<file path="config.mk">
export PLATFORM = sky130hd
export DESIGN_NAME = chc_div
export DESIGN_NICKNAME = d
export VERILOG_FILES = /design/src/design/chc_pkg.sv /design/src/design/chc_div.sv
export SDC_FILE = /design/constraint.sdc
export NUM_CORES = 1
export LEC_CHECK = 0
export ABC_AREA = 1
export BUFFER_PORTS_ARGS = -buffer_cell sky130_fd_sc_hd__buf_2
export CORE_MARGIN = 3
export CORE_UTILIZATION = 60
export CTS_BUF_LIST = sky130_fd_sc_hd__clkbuf_4 sky130_fd_sc_hd__clkbuf_8
export DETAILED_ROUTE_END_ITERATION = 16
export GPL_TIMING_DRIVEN = 0
export PLACE_DENSITY = 0.72
export SLEW_MARGIN = 20
export SYNTH_ARGS = -nofsm -noshare
export SYNTH_HDL_FRONTEND = slang
export SYNTH_SLANG_ARGS = --single-unit
</file>
<file path="constraint.sdc">
create_clock -name clk -period 3.06 [get_ports clk]
set_input_delay 0.153 -clock clk [delete_from_list [all_inputs] [get_ports clk]]
set_output_delay 0.153 -clock clk [all_outputs]
set_load 0.005 [all_outputs]
</file>
<file path="src/design/chc_pkg.sv">
// Shared types, constants and CORDIC angle table for the compass heading core.
`timescale 1ns / 1ps
package chc_pkg;

    localparam int AXIS_W     = 16;
    localparam int HEAD_W     = 15;
    localparam int DIV_STEPS  = 16;
    localparam int CORDIC_N   = 16;
    localparam int CXY_W      = 26;
    localparam int CZ_W       = 24;
    localparam int PIPE_DEPTH = 1 + DIV_STEPS + CORDIC_N + 2;

    localparam logic [2:0] REG_X_LO = 3'd0;
    localparam logic [2:0] REG_X_HI = 3'd1;
    localparam logic [2:0] REG_Y_LO = 3'd2;
    localparam logic [2:0] REG_Y_HI = 3'd3;
    localparam logic [2:0] REG_Z_LO = 3'd4;
    localparam logic [2:0] REG_Z_HI = 3'd5;

    localparam logic signed [CZ_W-1:0] Z_MAX      = 24'sd1474560;  // 90 deg
    localparam logic [23:0]            FINE_180   = 24'd2949120;
    localparam logic [23:0]            FINE_360   = 24'd5898240;
    localparam logic [15:0]            HEAD_FULL  = 16'd23040;
    localparam logic [HEAD_W-1:0]      HEAD_90    = 15'd5760;
    localparam logic [HEAD_W-1:0]      HEAD_270   = 15'd17280;
    localparam logic [AXIS_W-1:0]      Q_ONE      = 16'd16384;

    // atan(2^-i) in 1/16384 degree
    localparam logic signed [CZ_W-1:0] ATAN_TAB [CORDIC_N] = '{
        24'sd737280, 24'sd435242, 24'sd229970, 24'sd116736,
        24'sd58595,  24'sd29326,  24'sd14667,  24'sd7334,
        24'sd3667,   24'sd1833,   24'sd917,    24'sd458,
        24'sd229,    24'sd115,    24'sd57,     24'sd29
    };

    typedef struct packed {
        logic signed [AXIS_W-1:0] nx;
        logic signed [AXIS_W-1:0] ny;
        logic signed [AXIS_W-1:0] nz;
    } chc_norm_t;

endpackage

</file>
<file path="src/design/chc_div.sv">
// Pipelined restoring divider producing one normalized axis value per cycle while en is high.
`timescale 1ns / 1ps
module chc_div
    import chc_pkg::*;
(
    input  logic                     clk,
    input  logic                     en,
    input  logic [AXIS_W-1:0]        num,
    input  logic [AXIS_W-1:0]        span,
    input  logic                     empty,
    output logic signed [AXIS_W-1:0] norm
);

    logic [17:0]       rem_reg   [DIV_STEPS];
    logic [AXIS_W-1:0] quo_reg   [DIV_STEPS];
    logic [AXIS_W-1:0] span_reg  [DIV_STEPS];
    logic              empty_reg [DIV_STEPS];

    genvar k;
    generate
        for (k = 0; k < DIV_STEPS; k++)
        begin : g_step
            logic [17:0]       rem_in;
            logic [AXIS_W-1:0] quo_in;
            logic [AXIS_W-1:0] span_in;
            logic              empty_in;
            logic [17:0]       rem_sh;
            logic [17:0]       dvs;
            logic [17:0]       rem_next;
            logic              bit_next;

            if (k == 0)
            begin : g_first
                assign rem_in   = {2'b00, num};
                assign quo_in   = '0;
                assign span_in  = span;
                assign empty_in = empty;
            end
            else
            begin : g_rest
                assign rem_in   = rem_reg[k-1];
                assign quo_in   = quo_reg[k-1];
                assign span_in  = span_reg[k-1];
                assign empty_in = empty_reg[k-1];
            end

            always_comb
            begin
                // shift in the next bit of the low half of the dividend (the span)
                rem_sh   = {rem_in[16:0], span_in[DIV_STEPS-1-k]};
                dvs      = {1'b0, span_in, 1'b0};
                bit_next = (rem_sh >= dvs);
                rem_next = bit_next ? (rem_sh - dvs) : rem_sh;
            end

            always_ff @(posedge clk)
            begin
                if (en)
                begin
                    rem_reg[k]   <= rem_next;
                    quo_reg[k]   <= {quo_in[AXIS_W-2:0], bit_next};
                    span_reg[k]  <= span_in;
                    empty_reg[k] <= empty_in;
                end
            end
        end
    endgenerate

    assign norm = empty_reg[DIV_STEPS-1] ? '0 : $signed(quo_reg[DIV_STEPS-1] - Q_ONE);

endmodule

</file>
### Yosys cells after proc, flatten, opt, wreduce, memory -nomap -nowiden

Memories as Yosys holds them, arrays and structs flattened.
Cells that the tools add are included.

* register bits: 0
* bits in writable memories: 816
* input port bits: 35
* output and inout port bits: 16
* word-level logic and storage cells: 56
* memories: 4

Memory list
* rem_reg: words 16, bits a word 18, rd ports 15, clocked after Yosys merged registers in 0, wr ports 16, RTL line chc_div.sv:14 `logic [17:0] rem_reg [DIV_STEPS];`
* quo_reg: words 16, bits a word 16, rd ports 16, clocked after Yosys merged registers in 0, wr ports 16, RTL line chc_div.sv:15 `logic [AXIS_W-1:0] quo_reg [DIV_STEPS];`
* span_reg: words 16, bits a word 16, rd ports 15, clocked after Yosys merged registers in 0, wr ports 16, RTL line chc_div.sv:16 `logic [AXIS_W-1:0] span_reg [DIV_STEPS];`
* empty_reg: words 16, bits a word 1, rd ports 16, clocked after Yosys merged registers in 0, wr ports 16, RTL line chc_div.sv:17 `logic empty_reg [DIV_STEPS];`

* add/sub/neg operators: 17
* magnitude comparators: 16
* muxes and demuxes: 19

Operator list (count)
* 18-bit 2-to-1 mux: 16
* 18-bit by 17-bit >= comparator with 1-bit output: 15
* 18-bit by 17-bit subtractor with 18-bit output: 15
* 17-bit by 17-bit subtractor with 18-bit output: 1
* 17-bit >= comparator: 1
* 16-bit 2-to-1 mux: 1
* 16-bit by 15-bit subtractor with 16-bit output, second input constant: 1
* 1-bit 2-to-1 mux: 2

### Logic depth before layout (Yosys ltp)

An unclocked memory read counts as a cell.

* depth in word-level cells: 3
* mapped depth: 14
* mapped depth without buffers: 13

### Worst setup path before layout

OpenSTA, ideal clock, no wires.

* kind: register -> register
* start: memory rem_reg[10][8] (netlist: rem_reg[1][44])
* end: memory rem_reg[11][4] (netlist: rem_reg[1][58]), data pin
* library setup time: 0.252 ns
* arrival: 1.625 ns
* data required time: 2.808 ns
* setup slack: 1.183 ns
* cell stages (with the launch flop): 13
* path buffers: 1
* clock period less this slack: 1.877 ns
* cells stage by stage: edfxtp_1 ha_1 nand2_1 inv_1 nand2_1 nand2_1 inv_1 nand3_2 nand2_2 nand2_4 buf_6 nand2_1 nand2_1

RTL lines (RTL line)
* from (decl): chc_div.sv:14

==> run summary <==
status -> finished, final reports clean
largest net degree at the start of global routing -> 110
Final TNS setup -> 0 ns
most heavily used metal layer in global routing -> met2
slowest stage delay, CP -> 0.48 ns
worst hold endpoint -> empty_reg[0][0]
final hold slack -> 0.1730 ns
leakage -> 22.56 nW
Yosys warning count -> 0
fmax -> 399.7 MHz
Seq pwr share -> 34.4%
switching portion of total power -> 41.91%
Root Driver -> clkbuf_8
placed wire-length estimate -> 71,200 microns
number of I/O pins -> 51
reg2reg start -> span_reg[0][60]
H-tree Lvls -> 3
Final Setup Violations -> 0
Worst Hold Class -> input pin to flip-flop
Worst setup EP type -> flip-flop
Internal -> 23.40 mW
hold buffers post-CTS -> 34
sequential fraction of the synthesis area -> 47.78%
WS Path Type -> flip-flop to flip-flop
postcts setup bufs -> 0
drt first pass iters -> 6
Min-Delay Path Depth -> 2
Tcrit/Tclk final -> 81.75%
xor/xnor share of the synthesized area -> 2.337%
met1 Use GR -> 35.28%
CP cell instances -> inv_1 > ha_1 > nand2_1 > inv_1 > nand2_1 > nand2_1 > and3_1 > nor2_4 > nand2_4 > buf_6 > nand2_1 > nand2_1
relative slew slack -> 62.49%
Mapped Cells -> 4,866
r2r endpoint -> rem_reg[0][82]
WL/cell -> 15.30 microns
Fin. Hold Viols -> 0
EDFF count, synth -> 632
R2R depth -> 12
Avg Synthesized Cell Area -> 8.163 sq um
# placed instances -> 5,777
crit path DAT -> 2.93 ns
Mapped Nets -> 5,171
CTS sink cnt -> 632
die extent in y -> 263.3 microns
R2R setup slack -> 0.56 ns
Post-synth ARST share -> 0%
starting density of the core -> 61.17%
VDD IR max -> 642.6 uV
CTS buffer count -> 103
drt total wl -> 91,800 microns
clk_skew -> 0.01738 ns
sw power -> 16.88 mW
first-pass GRT wire length -> 148,000 microns
GPL Wtd Cong -> 0.9161
Max-Cap Viols -> 0
Max Root-Sink Buffers -> 3
clk_lat worst skew -> 0.71 ns
Row Count -> 93
Design Power -> 40.28 mW
Remaining Overflow, GRT -> 0
Initial DRC Count -> 1,980
post-synth cell types -> 39
clock-pin slew on the worst setup and hold paths -> 0.07 ns
Compound-Gate Fraction of Synth Area -> 2.227%
cell taking the most area after synthesis -> edfxtp_1
Layout Nets -> 5,366
DRC -> 0
Fillers -> 5,499
Critical Path Fanout Max -> 10
Worst Path Required -> 3.49 ns
largest family of logic cells by synthesized area -> simple AND/OR/NAND/NOR gates
Post-Synth Simple-Gate Area -> 28.46%
Crit path top cell by count -> nand2_1
top cells by area, synth -> edfxtp_1, nand2_1, inv_1
met2 usage -> 45.06%
CTS tree -> done
Slew Viols, Final -> 0
post-synthesis adder-cell area fraction -> 8.789%
Tmin final -> 2.502 ns
CP startpoint kind -> flip-flop
hold_sp -> empty
PortBufs -> 50
core area -> 0.06493 sq mm
slowest CP cell -> edfxtp_1
Synth-to-Final Area Change -> 10.01%
clock share of power -> 18.8%
initial antenna violation count -> 2
Synth Register Bits -> 632
die area -> 0.06932 sq mm
GRT Resource Usage Total -> 26.58%
post-cts resize count -> 0
DR vias -> 30,480
vias in the first global route -> 29,130
Synth top area share -> 47.78%
Via density -> 5.080
worst-margin pin slew -> 0.5627 ns
Antenna Nets Post-Route -> 0
chip width -> 263.3 microns
multiplexer share of the synthesized area -> 0%
power per cell area -> 921.9 mW/mm^2
cell area after synthesis -> 0.03972 sq mm
RSZ-0062 raised after global routing -> no
fin cells -> 6,000
Logic pwr share -> 46.8%
Synth Flop Type -> edfxtp_1
layout cell share with drive strength beyond 1 -> 7.562%
met3 GRT Util -> 3.308%
## per-stage QoR
stage               area, sq um  utilization (%)  setup WS (ns)
finish                    43700            67.30         0.5584
global route              43700            67.30         0.4103
CTS                       43690            67.29         0.5785
detailed placement        41220            63.48         0.6260
global placement          41040            63.21         -7.495
floorplan                 39720                -          1.183
## placed cells by master (no fill, tap or decap), drive strengths merged, types with 8 or more instances in the layout
cell type	instances
o21ai	19
clkinv	38
and3	9
xnor2	42
a21oi	142
clkbuf	134
nand4	66
nor3	32
bufinv	8
xor2	64
buf	114
fa	15
nand3b	8
edfxtp	632
nor4	8
or2	14
ha	255
nand3	392
dlygate4sd3	34
and2	21
nand2	1852
nor2	245
inv	991
## kinds of logic after synthesis
logic type	after synthesis
AND/OR/NAND/NOR	2647
buffers and inverters	1046
flip-flops	632
adder cells (fa/ha/maj)	270
AO/OA/AOI/OAI	165
XOR/XNOR	106
## critical path, delay by kind of cell, from the launching register on
family,cells,cell delay (ns)
flip-flops,1,0.48
buffers and inverters,3,0.37
adder cells (fa/ha/maj),1,0.38
AND/OR/NAND/NOR,8,0.98
## how the worst max path moves through the flow
stage                          startpoint        endpoint  slack [ns]
final                     span_reg[0][60]  rem_reg[0][82]        0.56
after global routing      span_reg[0][60]  rem_reg[0][82]        0.41
after CTS                 span_reg[0][60]  rem_reg[0][82]        0.58
after detailed placement  span_reg[0][60]  rem_reg[0][82]        0.63
after global placement                 en  quo_reg[0][85]       -7.50
after floorplan            rem_reg[1][44]  rem_reg[1][58]        1.18
## synth_stat cells (all sizes together) (2+ instances only)
cell    instances
nand3b          8
nor3           32
ha            255
and3            9
and2           21
edfxtp        632
nor4            8
nand2        1852
nand4          66
o21ai          19
xnor2          42
buf            58
clkbuf          2
nor2          245
nand3         392
or2            14
fa             15
a21oi         142
xor2           64
inv           986
## power groups by stage
stage | Combinational [mW] | Sequential (mW) | Clock [mW]
after floorplan | 14.5 | 13.3 | 0
after global placement | 18.3 | 14.1 | 0
after detailed placement | 18.6 | 14.0 | 0
after CTS | 18.8 | 13.9 | 7.79
after global routing | 21.6 | 14.0 | 8.17
final | 18.9 | 13.9 | 7.57
## layer usage
metal,part of all wire (%),vias up
li1,-,15770
met1,44,13770
met2,48,745
met3,4.9,197
met4,3.5,0
met5,0,-
## area by class of cell
cell class | count | area (sq um) | area share, %
Sequential cell | 632 | 18980 | 43.43
Clock inverter | 56 | 501.7 | 1.148
Tap cell | 855 | 1070 | 2.448
Inverter | 986 | 3701 | 8.470
Clock buffer | 132 | 1635 | 3.743
Timing Repair Buffer | 90 | 765.7 | 1.752
Antenna cell | 1 | 2.502 | 0.005727
Buffer | 60 | 434.2 | 0.9936
Multi-Input combinational cell | 3188 | 16610 | 38.01
Note: power is estimated with default switching activity, not from simulation.
