## src/design/chc_pkg.sv

```systemverilog
// Shared types, constants and CORDIC angle table for the compass heading core.
`timescale 1ns / 1ps
package chc_pkg;

    localparam int AXIS_W     = 16;
    localparam int HEAD_W     = 15;
    localparam int DIV_STEPS  = 16;
    localparam int CORDIC_N   = 16;
    localparam int CXY_W      = 26;
    localparam int CZ_W       = 24;
    localparam int PIPE_DEPTH = 1 + DIV_STEPS + CORDIC_N + 2;

    localparam logic [2:0] REG_X_LO = 3'd0;
    localparam logic [2:0] REG_X_HI = 3'd1;
    localparam logic [2:0] REG_Y_LO = 3'd2;
    localparam logic [2:0] REG_Y_HI = 3'd3;
    localparam logic [2:0] REG_Z_LO = 3'd4;
    localparam logic [2:0] REG_Z_HI = 3'd5;

    localparam logic signed [CZ_W-1:0] Z_MAX      = 24'sd1474560;  // 90 deg
    localparam logic [23:0]            FINE_180   = 24'd2949120;
    localparam logic [23:0]            FINE_360   = 24'd5898240;
    localparam logic [15:0]            HEAD_FULL  = 16'd23040;
    localparam logic [HEAD_W-1:0]      HEAD_90    = 15'd5760;
    localparam logic [HEAD_W-1:0]      HEAD_270   = 15'd17280;
    localparam logic [AXIS_W-1:0]      Q_ONE      = 16'd16384;

    // atan(2^-i) in 1/16384 degree
    localparam logic signed [CZ_W-1:0] ATAN_TAB [CORDIC_N] = '{
        24'sd737280, 24'sd435242, 24'sd229970, 24'sd116736,
        24'sd58595,  24'sd29326,  24'sd14667,  24'sd7334,
        24'sd3667,   24'sd1833,   24'sd917,    24'sd458,
        24'sd229,    24'sd115,    24'sd57,     24'sd29
    };

    typedef struct packed {
        logic signed [AXIS_W-1:0] nx;
        logic signed [AXIS_W-1:0] ny;
        logic signed [AXIS_W-1:0] nz;
    } chc_norm_t;

endpackage

```

## src/design/chc_cordic.sv

```systemverilog
// Pipelined vectoring CORDIC and quadrant fold giving the heading.
`timescale 1ns / 1ps
module chc_cordic
    import chc_pkg::*;
(
    input  logic              clk,
    input  logic              en,
    input  chc_norm_t         norm_in,
    output logic [HEAD_W-1:0] heading,
    output chc_norm_t         norm_out
);

    logic signed [CXY_W-1:0] x_reg [CORDIC_N+1];
    logic signed [CXY_W-1:0] y_reg [CORDIC_N+1];
    logic signed [CZ_W-1:0]  z_reg [CORDIC_N+1];
    chc_norm_t               side_reg [CORDIC_N+1];
    logic [HEAD_W-1:0]       head_reg;
    chc_norm_t               out_reg;

    logic [AXIS_W-1:0] abs_x;
    logic [AXIS_W-1:0] abs_y;

    always_comb
    begin
        abs_x = norm_in.nx[AXIS_W-1] ? 16'(-norm_in.nx) : norm_in.nx;
        abs_y = norm_in.ny[AXIS_W-1] ? 16'(-norm_in.ny) : norm_in.ny;
    end

    always_ff @(posedge clk)
    begin
        if (en)
        begin
            x_reg[0]    <= $signed({2'b00, abs_y, 8'h00});
            y_reg[0]    <= $signed({2'b00, abs_x, 8'h00});
            z_reg[0]    <= '0;
            side_reg[0] <= norm_in;
        end
    end

    genvar i;
    generate
        for (i = 0; i < CORDIC_N; i++)
        begin : g_iter
            logic signed [CXY_W-1:0] dx;
            logic signed [CXY_W-1:0] dy;
            assign dx = y_reg[i] >>> i;
            assign dy = x_reg[i] >>> i;

            always_ff @(posedge clk)
            begin
                if (en)
                begin
                    if (!y_reg[i][CXY_W-1])
                    begin
                        x_reg[i+1] <= x_reg[i] + dx;
                        y_reg[i+1] <= y_reg[i] - dy;
                        z_reg[i+1] <= z_reg[i] + ATAN_TAB[i];
                    end
                    else
                    begin
                        x_reg[i+1] <= x_reg[i] - dx;
                        y_reg[i+1] <= y_reg[i] + dy;
                        z_reg[i+1] <= z_reg[i] - ATAN_TAB[i];
                    end
                    side_reg[i+1] <= side_reg[i];
                end
            end
        end
    endgenerate

    logic [23:0]       phi;
    logic [23:0]       fine;
    logic [15:0]       coarse;
    logic [HEAD_W-1:0] head_next;
    chc_norm_t         last;

    always_comb
    begin
        last = side_reg[CORDIC_N];
        if (z_reg[CORDIC_N][CZ_W-1])
            phi = '0;
        else if (z_reg[CORDIC_N] > Z_MAX)
            phi = 24'(Z_MAX);
        else
            phi = 24'(z_reg[CORDIC_N]);

        if (!last.ny[AXIS_W-1])
            fine = last.nx[AXIS_W-1] ? (FINE_360 - phi) : phi;
        else
            fine = last.nx[AXIS_W-1] ? (FINE_180 + phi) : (FINE_180 - phi);

        coarse = 16'((fine + 24'd128) >> 8);
        if (coarse >= HEAD_FULL)
            coarse = coarse - HEAD_FULL;

        if (last.ny == '0)
        begin
            if (last.nx == '0)
                head_next = '0;
            else if (last.nx[AXIS_W-1])
                head_next = HEAD_270;
            else
                head_next = HEAD_90;
        end
        else
        begin
            head_next = coarse[HEAD_W-1:0];
        end
    end

    always_ff @(posedge clk)
    begin
        if (en)
        begin
            head_reg <= head_next;
            out_reg  <= last;
        end
    end

    assign heading  = head_reg;
    assign norm_out = out_reg;

endmodule

```

## config.mk

```make
export PLATFORM = sky130hd
export DESIGN_NAME = chc_cordic
export DESIGN_NICKNAME = d
export VERILOG_FILES = /design/src/design/chc_pkg.sv /design/src/design/chc_cordic.sv
export SDC_FILE = /design/constraint.sdc
export NUM_CORES = 2
export LEC_CHECK = 0
export ABC_AREA = 0
export BUFFER_PORTS_ARGS = -buffer_cell sky130_fd_sc_hd__buf_2
export CORE_ASPECT_RATIO = 1.75
export CORE_MARGIN = 2
export CORE_UTILIZATION = 55
export CTS_CLUSTER_DIAMETER = 60
export DETAILED_ROUTE_END_ITERATION = 8
export PLACE_DENSITY = 0.75
export SLEW_MARGIN = 30
export SYNTH_ARGS = -nofsm -noshare
export SYNTH_HDL_FRONTEND = slang
export SYNTH_SLANG_ARGS = --single-unit
export TNS_END_PERCENT = 100
```

## constraint.sdc

```tcl
create_clock -name clk -period 11.8 [get_ports clk]
set_clock_uncertainty 0.2 [all_clocks]
set_input_delay 1.18 -clock clk [delete_from_list [all_inputs] [get_ports clk]]
set_output_delay 1.18 -clock clk [all_outputs]
set_load 0.005 [all_outputs]
```

---- Word-level counts from Yosys, hierarchy flattened ----
Memory sizes are Yosys's and may differ from the RTL's.
Cells that the tools add are included.
Widths: inputs -> output; s select.
operators by class
  reduce and logical (&&, ||, !) cells .... 2
  div/mod/pow operators ................... 0
  multiply operators ...................... 0
  bitwise gates (word level) .............. 48
  $add $sub $neg .......................... 102
  eq/ne operators ......................... 0
  multiplexer cells ....................... 157
  shifts and indexed selects .............. 0
  magnitude comparators ................... 2
operator list
  operator          number
  $mux 26           32
  $mux 24           19
  $mux 1            98
  $mux 15           4
  $add 26x11->26    2
  $add 26x12->26    2
  $add 26x13->26    2
  $add 26x14->26    2
  $add 26x15->26    2
  $add 26x16->26    2
  $add 26x17->26    2
  $add 26x18->26    2
  $add 26x19->26    2
  $add 26x20->26    2
  $add 26x21->26    2
  $add 26x22->26    2
  $add 26x23->26    2
  $add 26x24->26    2
  $add 26x25->26    2
  $sub 26x11->26    2
  $sub 26x12->26    2
  $sub 26x13->26    2
  $sub 26x14->26    2
  $sub 26x15->26    2
  other kinds (55)  118
word-level totals
  output and inout port bits .............. 63
  input port bits ......................... 50
  memories kept ........................... 4
  memory bits (read-only) ................. 0
  word-level logic and storage cells ...... 319
  bits in registers ....................... 63
  bits in latches ......................... 0
  RAM bits ................................ 2108
memory list
  name      words  width  read ports  clocked after Yosys merged registers in  wr ports  line              RTL
  side_reg  17     48     17          0                                        17        chc_cordic.sv:16  chc_norm_t side_reg [CORDIC_N+1];
  x_reg     17     26     16          0                                        17        chc_cordic.sv:13  logic signed [CXY_W-1:0] x_reg [CORDIC_N+1];
  y_reg     17     26     16          0                                        17        chc_cordic.sv:14  logic signed [CXY_W-1:0] y_reg [CORDIC_N+1];
  z_reg     17     24     17          0                                        17        chc_cordic.sv:15  logic signed [CZ_W-1:0] z_reg [CORDIC_N+1];

---- Depth between registers and ports, before layout ----
An unclocked memory read counts as a cell.
  word-level depth ........................ 11
  gate-level depth with buffers ........... 22
  mapped depth without buffers ............ 19

---- Least setup slack after synthesis ----
Ideal clock, no wire load.
  path kind ............................... input to register
  start ................................... input port en
  end ..................................... memory x_reg[12][24] (data pin)
  buffers on the path ..................... 5
  cell stages on the path ................. 20
  arrival ................................. 5.897 ns
  library setup time ...................... 0.262 ns
  slack ................................... 5.441 ns
  cells stage by stage .................... clkbuf_1 -> clkbuf_1 -> clkbuf_1 -> nand2_1 -> inv_1 -> buf_1 -> buf_1 -> mux2i_1 -> fa_1 -> a21o_1 -> a21oi_1 -> o21bai_1 -> a21oi_1 -> o21bai_1 -> a221oi_1 -> a21boi_0 -> o41a_1 -> a211oi_1 -> o21bai_1 -> xor2_1
RTL lines
  what         line              RTL
  from (decl)  chc_cordic.sv:7   input logic en,
  to (decl)    chc_cordic.sv:13

==> qor.yml <==
critical_path:
  start_kind: "input port"
  cp-end-kind: "flip-flop"
  arrival_ps: 6860
  worstSetupPathType: "in2reg"
  critPathMaxFanout: 45
  cp.required_ps: 12200
cells_and_area:
  drive_gt1_frac: 0.0582
  largest_reg_flops: 816
  nets: 10800
  area_growth_pct: 9.13
sta:
  maxSlewHeadroom: 0.310
  setup_viol: 0
  drv_slew: 0
  tightest_slew_ps: 1030
  hold_violations: 0
  period_share: 0.547
  period_needed_ps: 6460
  rsz0062_at_grt: "no"
  fin_setup_tns_ps: 0
  max_freq_ghz: 0.155
clocking:
  htree_levels: 4
  ctsHoldBuffers: 0
  post_cts_buffers: 0
  cts_tree: "yes"
  clockBufferDepth: 4
  cts.clk_slew.worst_paths_ps: 70
  clock_sinks: 1897
  cts_buffers: 184
  insertion_delay_ps: 900
  root_buffer: "clkbuf_16"
  ctsResizeCount: 0
logic_synthesis:
  synth_area_um2: 110000
  synthMuxAreaShare: 0.00460
  async_flop_share: 0
  yosys_warnings: 0
  synth_nets: 10600
  syn_area_per_cell_um2: 11.6
  ys_seq_area_frac: 0.519
  yosysUniqueCellTypes: 96
  yosys.area_share.simple: 0.110
  synth_seq_cells: 1897
  postSynthCellCount: 9498
  synth_ff_type: "edfxtp_1"
  synth_top_family_by_area: "compound AO/OA/AOI/OAI gates"
  synth-xor-area-share: 0.100
  synth-compound-area-share: 0.130
  synthAdderAreaFrac: 0.118
  synth_edf_count: 1897
place:
  hpwl_um: 221000
  placement.io_buffers: 112
  routabilityCongestion: 1.03
floorplan:
  rows: 217
  die_w_um: 342
  die_h_um: 595
  pin_count: 113
  start_util: 0.552
  die_area_um2: 203000
  coreArea_um2: 199000
global_route:
  grt_max_degree: 133
  grt_pass1_vias: 77600
  grt_use_total: 0.279
  overflow: 0
  antenna_found_initial: 9
  grt_pass1_wl_um: 433000
route:
  detail_route.wl_per_cell_um: 22.8
  firstDrtPassIters: 6
  drt_wl_total_um: 285000
  vias: 74800
  ant_nets: 0
  vias_per_cell: 5.98
  dr.first_iter.drc_count: 4311
  route.detailed.drc: 0
outcome:
  outcome: "finished clean"
job:
  maxCapViolCount: 0
worst_hold_path:
  hp-class: "reg2reg"
==> synthesized netlist by cell type (72+ instances only) <==
| master | count | area, µm² |
|---|---|---|
| nor2b_1 | 93 | 582 |
| nand3_1 | 155 | 776 |
| nor4_1 | 72 | 450 |
| nand2b_1 | 131 | 820 |
| o21bai_1 | 94 | 706 |
| a211oi_1 | 89 | 668 |
| inv_1 | 407 | 1530 |
| o21ai_0 | 462 | 2310 |
| o31ai_1 | 110 | 826 |
| and3_1 | 83 | 519 |
| nor2_1 | 742 | 2790 |
| nand2_1 | 568 | 2130 |
| edfxtp_1 | 1897 | 57000 |
| a21oi_1 | 686 | 3430 |
| clkbuf_1 | 107 | 402 |
| ha_1 | 986 | 12300 |
| nor3_1 | 289 | 1450 |
| o21a_1 | 111 | 833 |
| xnor2_1 | 856 | 7500 |
| a21o_1 | 219 | 1640 |
| xor2_1 | 395 | 3460 |
| or3_1 | 120 | 751 |
==> final timing paths <==
path / from / endpoint / slack [ps] / cells after the start
worst max-delay path: en / x_reg[5][24] / 5340 / 19
worst min-delay path: side_reg[1][168] / side_reg[1][216] / 170 / 0
worst max register to register: y_reg[10][25] / y_reg[11][22] / 5820 / 17
worst min register to register: side_reg[1][168] / side_reg[1][216] / 170 / 0
==> critical path, stage by stage <==
cell and delay [ps]:
buf_12 230, buf_4 560, nand2_1 140, buf_4 230, inv_1 410, nor2_1 110
xnor2_1 150, ha_1 330, a21o_1 180, a21oi_1 330, o21a_1 210, o31ai_1 140
a211oi_1 450, o21ai_0 200, a31oi_1 390, o21bai_1 220, a2111oi_0 860, nor3_1 130
nand3b_1 190
==> cell usage in the layout, fill, tap and decap left out, types with 219 or more instances in the layout <==
| master | instances |
|---|---|
| o21ai_0 | 462 |
| inv_1 | 406 |
| nor3_1 | 288 |
| edfxtp_1 | 1897 |
| xor2_1 | 395 |
| nor2_1 | 742 |
| a21oi_1 | 686 |
| xnor2_1 | 852 |
| ha_1 | 986 |
| a21o_1 | 219 |
| nand2_1 | 567 |
==> per-layer routing <==
metal	vias to the layer above	wire length [µm]	GRT usage
met1	36000	82200	0.219
met4	2	33500	0.276
li1	35900	-	-
met3	1072	8930	0.0361
met2	1846	160000	0.557
met5	-	9	0
==> layout make-up <==
type	instances	area, µm²
Fill cell	15700	79200
Sequential cell	1897	57000
Multi-Input combinational cell	7057	50900
Clock buffer	204	4680
Tap cell	2628	3290
Inverter	413	1550
Clock inverter	123	1370
Timing Repair Buffer	173	1100
Antenna cell	6	15.0
==> cell families (layout without fill, tap and decap cells) <==
group | count (synthesis) | after routing
buffers and inverters | 544 | 913
other | 0 | 6
adder cells (fa/ha/maj) | 1019 | 1019
XOR/XNOR | 1253 | 1253
multiplexers | 48 | 48
AND/OR/NAND/NOR | 2505 | 2505
flip-flops | 1897 | 1897
AO/OA/AOI/OAI | 2232 | 2232
==> per-stage QoR <==
stage               hold WS, ps  utilization  instance area [µm²]  worst slack (ps)  instances
floorplan                   200            -               110000              5440       9498
global placement            200        0.571               114000              4520      12200
detailed placement          205        0.571               114000              4490      12200
CTS                         164        0.602               120000              5450      12500
global route                182        0.602               120000              4890      12500
finish                      175        0.602               120000              5340      12500
Power is left out: the tool's default activity adds up to more than one toggle a clock period on the data nets, which glitch-free logic cannot reach.
